### src/rtl/pcbp_pkg.sv
// ----------------------------------------------------------------------------
// pcbp_pkg: shared types and constants for the program counter and predictor
// Field widths, action codes, hash function and inter-module structs.
// ----------------------------------------------------------------------------
package pcbp_pkg;

  // Both sizes must be powers of two: the index and the queue slot are
  // taken as the low bits of a wider value.
  localparam int TABLE_SIZE  = 256;
  localparam int QUEUE_DEPTH = 8;

  localparam int IDX_W = $clog2(TABLE_SIZE);
  localparam int PTR_W = $clog2(QUEUE_DEPTH);
  localparam int CNT_W = $clog2(QUEUE_DEPTH + 1);

  localparam int ADDR_W     = 32;
  localparam int IN_DATA_W  = 40;   // target, taken, zero fill
  localparam int OUT_DATA_W = 104;  // three addresses, three flags, zero fill

  localparam logic [ADDR_W-1:0] HASH_KEY = 32'd82589046;
  localparam logic [ADDR_W-1:0] PC_STEP  = 32'd4;

  typedef logic [IDX_W-1:0]  idx_t;
  typedef logic [PTR_W-1:0]  ptr_t;
  typedef logic [CNT_W-1:0]  cnt_t;
  typedef logic [ADDR_W-1:0] addr_t;
  typedef logic [1:0]        ctr_t;

  localparam ctr_t CTR_RESET = 2'd1;  // weakly not taken
  localparam ctr_t CTR_MAX   = 2'd3;
  localparam ctr_t CTR_MIN   = 2'd0;

  typedef enum logic [1:0] {
    ACT_SET     = 2'd0,
    ACT_ADVANCE = 2'd1,
    ACT_PREDICT = 2'd2,
    ACT_RESOLVE = 2'd3
  } action_t;

  // Counter table write port.
  typedef struct packed {
    logic en;
    idx_t addr;
    ctr_t data;
  } tbl_wr_t;

  // Requests from the execute logic to the branch queue.
  typedef struct packed {
    logic push;
    idx_t push_index;
    logic push_guess;
    logic pop;
    logic flush;
  } q_ctrl_t;

  // Queue status back to the execute logic.
  typedef struct packed {
    logic full;
    logic empty;
    logic head_guess;
    idx_t look_index;  // table index at the head after this cycle's update
  } q_stat_t;

  // 32-bit xorshift around a fixed key.
  function automatic addr_t pc_hash(input addr_t pc);
    addr_t x;
    x = pc ^ HASH_KEY;
    x = x ^ (x << 13);
    x = x ^ (x >> 7);
    x = x ^ (x << 17);
    return x ^ HASH_KEY;
  endfunction

endpackage

### src/rtl/pcbp_table.sv
// ----------------------------------------------------------------------------
// pcbp_table: two-bit counter table
// One write and one registered read per cycle; a read of the address being
// written returns the new value. Valid bits give the reset value.
// ----------------------------------------------------------------------------
module pcbp_table
  import pcbp_pkg::*;
(
  input  logic    clk,
  input  logic    rst,
  input  logic    rd_en,
  input  idx_t    rd_addr,
  output ctr_t    rd_data,
  input  tbl_wr_t wr
);

  ctr_t                  mem [TABLE_SIZE];
  logic [TABLE_SIZE-1:0] valid;

  always_ff @(posedge clk) begin
    if (rst) begin
      valid <= '0;
    end else if (wr.en) begin
      valid[wr.addr] <= 1'b1;
    end
  end

  always_ff @(posedge clk) begin
    if (wr.en) begin
      mem[wr.addr] <= wr.data;
    end
  end

  always_ff @(posedge clk) begin
    if (rd_en) begin
      if (wr.en && (wr.addr == rd_addr)) begin
        rd_data <= wr.data;
      end else if (valid[rd_addr]) begin
        rd_data <= mem[rd_addr];
      end else begin
        rd_data <= CTR_RESET;
      end
    end
  end

endmodule

### src/rtl/pcbp_queue.sv
// ----------------------------------------------------------------------------
// pcbp_queue: queue of branches waiting for resolution
// Holds table index and guess per branch; head and fill count in flops.
// ----------------------------------------------------------------------------
module pcbp_queue
  import pcbp_pkg::*;
(
  input  logic    clk,
  input  logic    rst,
  input  q_ctrl_t ctrl,
  output q_stat_t stat
);

  idx_t pend_index [QUEUE_DEPTH];
  logic pend_guess [QUEUE_DEPTH];
  ptr_t head;
  cnt_t count;
  ptr_t head_next;
  cnt_t count_next;
  ptr_t tail;

  assign tail      = head + count[PTR_W-1:0];
  assign head_next = ctrl.pop ? head + ptr_t'(1) : head;

  always_comb begin
    if (ctrl.flush) begin
      count_next = '0;
    end else if (ctrl.push) begin
      count_next = count + cnt_t'(1);
    end else if (ctrl.pop) begin
      count_next = count - cnt_t'(1);
    end else begin
      count_next = count;
    end
  end

  always_ff @(posedge clk) begin
    if (rst) begin
      head  <= '0;
      count <= '0;
    end else begin
      head  <= head_next;
      count <= count_next;
    end
  end

  always_ff @(posedge clk) begin
    if (ctrl.push) begin
      pend_index[tail] <= ctrl.push_index;
      pend_guess[tail] <= ctrl.push_guess;
    end
  end

  // Forward an entry written this cycle into the slot that becomes the head.
  always_comb begin
    stat.full       = (count == cnt_t'(QUEUE_DEPTH));
    stat.empty      = (count == '0);
    stat.head_guess = pend_guess[head];
    if (ctrl.push && (tail == head_next)) begin
      stat.look_index = ctrl.push_index;
    end else begin
      stat.look_index = pend_index[head_next];
    end
  end

endmodule

### src/rtl/pc_with_bimodal_branch_predictor.sv
// ----------------------------------------------------------------------------
// pc_with_bimodal_branch_predictor: program counter with bimodal predictor
// Set, advance, predict and resolve actions on a program counter pair, with
// a table of two-bit saturating counters and a queue of open branches.
// ----------------------------------------------------------------------------
//
// Channel  | Dir | Handshake                    | Payload
// ---------+-----+------------------------------+---------------------------
// s_axis   | in  | s_axis_tvalid / tready       | tuser: action; tdata: target, taken
// m_axis   | out | m_axis_tvalid / tready       | tdata: pc_now, pc_next, alt_address,
//          |     |                              |   predicted_taken, prediction_correct,
//          |     |                              |   queue_error
//
// One request per cycle unless the output stalls: the request is registered
// together with its counter table read, then executed into the result
// register. Sustained rate is one request per cycle; the loop that sets it
// is the state update feeding the next table read address.
// Reset (rst, synchronous) zeroes both addresses, empties the queue and marks
// every counter weakly not taken at once. A stalled result holds the request
// behind it, and s_axis_tready drops only while both stages are full.
// ----------------------------------------------------------------------------
module pc_with_bimodal_branch_predictor
  import pcbp_pkg::*;
(
  input  logic                  clk,
  input  logic                  rst,
  input  logic                  s_axis_tvalid,
  output logic                  s_axis_tready,
  input  logic [IN_DATA_W-1:0]  s_axis_tdata,  // [31:0] target, [32] taken
  input  logic [1:0]            s_axis_tuser,  // [1:0] action
  output logic                  m_axis_tvalid,
  input  logic                  m_axis_tready,
  output logic [OUT_DATA_W-1:0] m_axis_tdata   // [31:0] pc_now, [63:32] pc_next,
                                               // [95:64] alt_address,
                                               // [96] predicted_taken,
                                               // [97] prediction_correct,
                                               // [98] queue_error
);

  // Architectural state.
  addr_t   cur_pc;
  addr_t   upc_pc;
  addr_t   cur_pc_next;
  addr_t   upc_pc_next;

  // Execute stage: the accepted request and its table read.
  logic    ex_valid;
  action_t ex_action;
  addr_t   ex_target;
  logic    ex_taken;
  idx_t    ex_idx;
  logic    ex_fire;
  logic    in_accept;

  // Result register.
  logic    out_valid;
  addr_t   out_pc_now;
  addr_t   out_pc_next;
  addr_t   out_alt;
  logic    out_guess;
  logic    out_correct;
  logic    out_err;

  // Execute results.
  addr_t   res_alt;
  logic    res_guess;
  logic    res_correct;
  logic    res_err;
  ctr_t    ctr;
  ctr_t    ctr_upd;
  addr_t   cur_plus4;

  tbl_wr_t tbl_wr;
  q_ctrl_t q_ctrl;
  q_stat_t q_stat;

  // Table read address for the incoming request.
  action_t in_action;
  addr_t   cur_after;
  addr_t   in_hash;
  idx_t    rd_addr;

  // Move the request forward whenever the result slot is free or draining.
  assign ex_fire       = ex_valid && (!out_valid || m_axis_tready);
  assign s_axis_tready = !ex_valid || ex_fire;
  assign in_accept     = s_axis_tvalid && s_axis_tready;

  assign cur_plus4 = cur_pc + PC_STEP;

  // Saturate the counter toward the outcome.
  always_comb begin
    if (ex_taken) begin
      ctr_upd = (ctr == CTR_MAX) ? ctr : ctr + ctr_t'(1);
    end else begin
      ctr_upd = (ctr == CTR_MIN) ? ctr : ctr - ctr_t'(1);
    end
  end

  always_comb begin
    cur_pc_next = cur_pc;
    upc_pc_next = upc_pc;
    res_alt     = '0;
    res_guess   = 1'b0;
    res_correct = 1'b0;
    res_err     = 1'b0;
    tbl_wr      = '0;
    q_ctrl      = '0;
    case (ex_action)
      ACT_SET: begin
        upc_pc_next = ex_target;
      end
      ACT_ADVANCE: begin
        cur_pc_next = upc_pc;
        upc_pc_next = upc_pc + PC_STEP;
      end
      ACT_PREDICT: begin
        if (q_stat.full) begin
          res_err = 1'b1;
        end else begin
          res_guess         = ctr[1];
          q_ctrl.push       = ex_fire;
          q_ctrl.push_index = ex_idx;
          q_ctrl.push_guess = ctr[1];
          upc_pc_next       = ctr[1] ? ex_target : cur_plus4;
          res_alt           = ctr[1] ? cur_plus4 : ex_target;
        end
      end
      ACT_RESOLVE: begin
        if (q_stat.empty) begin
          res_err = 1'b1;
        end else begin
          res_correct  = (q_stat.head_guess == ex_taken);
          tbl_wr.en    = ex_fire;
          tbl_wr.addr  = ex_idx;
          tbl_wr.data  = ctr_upd;
          q_ctrl.pop   = ex_fire;
          // Drop every open branch on a miss.
          q_ctrl.flush = ex_fire && (q_stat.head_guess != ex_taken);
        end
      end
      default: begin
        res_err = 1'b0;
      end
    endcase
  end

  // Address the table with the state as it stands once the request ahead
  // has executed.
  assign in_action = action_t'(s_axis_tuser);
  assign cur_after = ex_fire ? cur_pc_next : cur_pc;
  assign in_hash   = pc_hash(cur_after);
  assign rd_addr   = (in_action == ACT_PREDICT) ? in_hash[IDX_W-1:0] : q_stat.look_index;

  always_ff @(posedge clk) begin
    if (rst) begin
      cur_pc    <= '0;
      upc_pc    <= '0;
      ex_valid  <= 1'b0;
      out_valid <= 1'b0;
    end else begin
      if (ex_fire) begin
        cur_pc <= cur_pc_next;
        upc_pc <= upc_pc_next;
      end
      if (in_accept) begin
        ex_valid <= 1'b1;
      end else if (ex_fire) begin
        ex_valid <= 1'b0;
      end
      if (ex_fire) begin
        out_valid <= 1'b1;
      end else if (m_axis_tready) begin
        out_valid <= 1'b0;
      end
    end
  end

  always_ff @(posedge clk) begin
    if (in_accept) begin
      ex_action <= in_action;
      ex_target <= s_axis_tdata[31:0];
      ex_taken  <= s_axis_tdata[32];
      ex_idx    <= rd_addr;
    end
    if (ex_fire) begin
      out_pc_now  <= cur_pc_next;
      out_pc_next <= upc_pc_next;
      out_alt     <= res_alt;
      out_guess   <= res_guess;
      out_correct <= res_correct;
      out_err     <= res_err;
    end
  end

  pcbp_table u_table (
    .clk     (clk),
    .rst     (rst),
    .rd_en   (in_accept),
    .rd_addr (rd_addr),
    .rd_data (ctr),
    .wr      (tbl_wr)
  );

  pcbp_queue u_queue (
    .clk  (clk),
    .rst  (rst),
    .ctrl (q_ctrl),
    .stat (q_stat)
  );

  assign m_axis_tvalid = out_valid;
  assign m_axis_tdata  = {5'd0, out_err, out_correct, out_guess,
                          out_alt, out_pc_next, out_pc_now};

endmodule

### config.mk
export PLATFORM = sky130hd
export DESIGN_NAME = pc_with_bimodal_branch_predictor
export DESIGN_NICKNAME = d
export VERILOG_FILES = /design/src/rtl/pcbp_pkg.sv /design/src/rtl/pcbp_table.sv /design/src/rtl/pcbp_queue.sv /design/src/rtl/pc_with_bimodal_branch_predictor.sv
export SDC_FILE = /design/constraint.sdc
export NUM_CORES = 2
export LEC_CHECK = 0
export BUFFER_PORTS_ARGS = -buffer_cell sky130_fd_sc_hd__buf_2
export CAP_MARGIN = 25
export CORE_MARGIN = 2
export CORE_UTILIZATION = 35
export CTS_BUF_LIST = sky130_fd_sc_hd__clkbuf_8
export CTS_CLUSTER_DIAMETER = 60
export DETAILED_ROUTE_END_ITERATION = 8
export SLEW_MARGIN = 20
export SYNTH_ARGS = -nofsm -noshare
export SYNTH_HDL_FRONTEND = slang
export SYNTH_HIERARCHICAL = 1
export SYNTH_SLANG_ARGS = --single-unit
### constraint.sdc
create_clock -name clk -period 13.3 [get_ports clk]
set_input_delay 1.33 -clock clk [delete_from_list [all_inputs] [get_ports clk]]
set_output_delay 1.33 -clock clk [all_outputs]
set_load 0.05 [all_outputs]
==> run metrics <==
setup TNS 0 ns; EDFF count, synth about 730; largest net degree at the start of global routing 258; Worst Path Max Fanout 40; Finished Layout Cells about 5,300; Worst Tran Pin Value between 1 and 1.5 ns; vias in the first global route ~28,000; Most used DFF post-synth edfxtp_1; Synth cell types 94; max cap viols 0; chip height 360 um; initial antenna violation count 3; Syn Inst Count about 3,400; drt first pass iters 8; Pwr Density 138 nW/um2; Vias about 29,000; asr flop ratio synth 0%; relative slew slack approximately 28%; NumNets Final roughly 3,600; sequential area share after synthesis between 60% and 70%; Overflow after GRT 0; cell count after placement between 5,000 and 6,000; Post-CTS Hold Buffers 0; CTS tree built; Worst Skew between 0.06 and 0.07 ns; H-tree levels 4; Clock transition at path regs around 0.06 ns; CP required 13.84 ns; Tmin final around 8 ns; CP Class reg2reg; die width about 360 um; final instance area roughly 50,000 um2; DP Area 46,600 um2; Core ar. between 100,000 and 150,000 um2; # fillers 11,900; GPL Wtd Cong 0.851; cts bufs inserted around 170; Clock Latency Late Sink a little under 0.9 ns; # setup viols final 0; CP endpoint kind register; CTS root buf clkbuf_8; worst vdd ir slightly above 0.07 mV; Final period util approximately 59%; post-CTS setup buffers 0; Routed WL per cell about 22 um; first-pass GRT wire length 178 mm; Residual DRC 0; register bit count reported by yosys 1,057; Slew Viols, Final 0; # IOs about 150; share of layout cells above drive strength 1 around a fifth; clock sinks around 1,100; Port Buffer Count 139; vias per inst around 5.4; fmax approximately 130 MHz; syn avg cell area ~13 um2; Leak 17.4 nW; Hold Fails Final Rpt 0; Max clock buf depth 3; Iteration-0 DRC Markers ~2,800; final wirelength roughly 120 mm; Area growth syn-to-layout 12.7%; total die area ~130,000 um2; post-place setup slack ~5.0 ns; RSZ-0062 raised after global routing false; min-delay worst type reg2reg; FP Rows 130; Routed Antenna Nets 0; synthesized cell area 44,500 um2; yosys warns 6; GR Util All Layers 18.0%; DP Wirelength 71.3 mm; CP Launch Type register; Critical Path AT approximately 8.4 ns; Initial Util between 30% and 40%; min setup slack post-route 5.41 ns; status finished, final reports clean; # resized after CTS 0
## final timing paths
| path | slack, ns | endpoint | startpoint | depth (start not counted) |
|---|---|---|---|---|
| hold reg to reg | 0.47 | u_table/valid[3] | u_table/valid[3] | 2 |
| setup reg to reg | 5.41 | u_table/rd_data[1] | ex_action[0] | 21 |
| setup / recovery | 5.41 | u_table/rd_data[1] | ex_action[0] | 21 |
| hold / removal | 0.47 | u_table/valid[3] | u_table/valid[3] | 2 |
## worst max-delay path: stages (launching register included)
cell and delay (ns):
edfxtp_1 0.33, buf_4 0.36, and2_1 0.64, nand2b_1 0.37
nor2_1 0.17, buf_4 0.27, mux2_1 0.66, mux2i_1 0.22
a32oi_1 0.22, o221ai_1 0.15, mux2i_1 0.17, nand2_1 0.12
o21ai_4 0.15, buf_4 0.67, buf_4 0.74, mux4_2 0.59
a22oi_1 0.23, a21oi_1 0.17, nor4_1 0.71, o22ai_1 0.20
nor3_2 0.21, o21ai_1 0.15
## kinds of logic after synthesis
kind of cell | Yosys count | synth area share [%]
mux | 282 | 12.0
simple gates | 1274 | 12.1
buf+inv | 287 | 3.17
flops | 1057 | 64.0
compound gates | 418 | 6.89
fa+ha+maj | 9 | 0.281
other cells | 1 | 0.00843
xor+xnor | 78 | 1.60
## Yosys cell counts, drive strengths merged, types with 4 or more instances
cell	instances	area, um2
dfxtp	329	6590
o21ba	30	300
nor3	47	262
o22ai	8	50.1
a31oi	9	56.3
o21a	13	97.6
a221oi	9	78.8
nand4	20	140
and3	14	87.6
a211oi	43	323
mux2i	77	783
or2	4	25.0
nor4	21	195
mux4	198	4460
and2	25	156
o21ai	44	220
nand2	187	704
nand2b	13	81.3
clkbuf	143	542
inv	40	150
nor2b	16	100
nand3	37	208
xor2	44	385
xnor2	34	324
mux2	7	86.3
edfxtp	728	21900
nor2	876	3290
buf	101	707
o221ai	22	199
o221a	10	113
a22o	4	35.0
ha	6	75.1
a21oi	77	385
a32oi	8	70.1
o211ai	9	67.6
a22oi	83	623
a21o	14	105
## layout make-up
| class | instances | area (um2) | share of cell area (%) |
|---|---|---|---|
| inverter | 43 | 166 | 0.332 |
| tap | 1650 | 2060 | 4.12 |
| multi-input combinational | 2066 | 14800 | 29.5 |
| clock buffer | 194 | 2670 | 5.33 |
| clock inverter | 124 | 709 | 1.42 |
| antenna | 2 | 5.00 | 0.00999 |
| sequential | 1057 | 28400 | 56.8 |
| timing repair buffer | 197 | 1260 | 2.51 |
## per-layer routing
metal | wire length (um) | part of all wire (%) | track usage, %
met1 | 50800 | 43 | 24.5
met3 | 9180 | 7.7 | 3.50
met4 | 3270 | 2.8 | 6.15
met2 | 55500 | 47 | 28.8
met5 | 0 | 0 | 0
## through the flow
stage                     hold slack (ns)  util, %  power (W)
after floorplan                     0.435        -    0.00405
after global placement              0.445     37.0    0.00421
after detailed placement            0.454     37.0    0.00422
after CTS                           0.468     39.7    0.00696
after global routing                0.484     39.8    0.00715
final                               0.466     39.8    0.00689
## cells in the final DEF, fill, tap and decap left out, types with 39 or more instances in the layout
cell	n
a211oi_1	43
a21oi_1	75
a22oi_1	83
buf_2	138
buf_4	50
clkbuf_8	194
dfxtp_1	329
edfxtp_1	728
inv_1	100
mux2i_1	76
mux4_2	198
nand2_1	186
nor2_1	869
nor3_1	39
xor2_1	44
## registers in the layout (all words and copies together), names as in the netlist, 2 cells and up
register and cells:
u_queue/pend_index 64, u_table/valid 256, u_queue/count 4, u_table/rd_data 2, ex_idx 8, out_alt 32
upc_pc 32, ex_action 2, u_queue/head 3, u_queue/pend_guess 8, u_table/mem 512, ex_target 32
cur_pc 32, out_pc_now 32, out_pc_next 32
## power by group
group | switching (W) | leakage [nW] | total [W] | internal [W]
sequential | 0.0000365 | 9.69 | 0.00358 | 0.00354
clock | 0.00134 | 1.96 | 0.00274 | 0.00140
combinational | 0.000390 | 5.73 | 0.000571 | 0.000181
total | 0.00177 | 17.4 | 0.00689 | 0.00513
(Power assumes the default switching activity.)
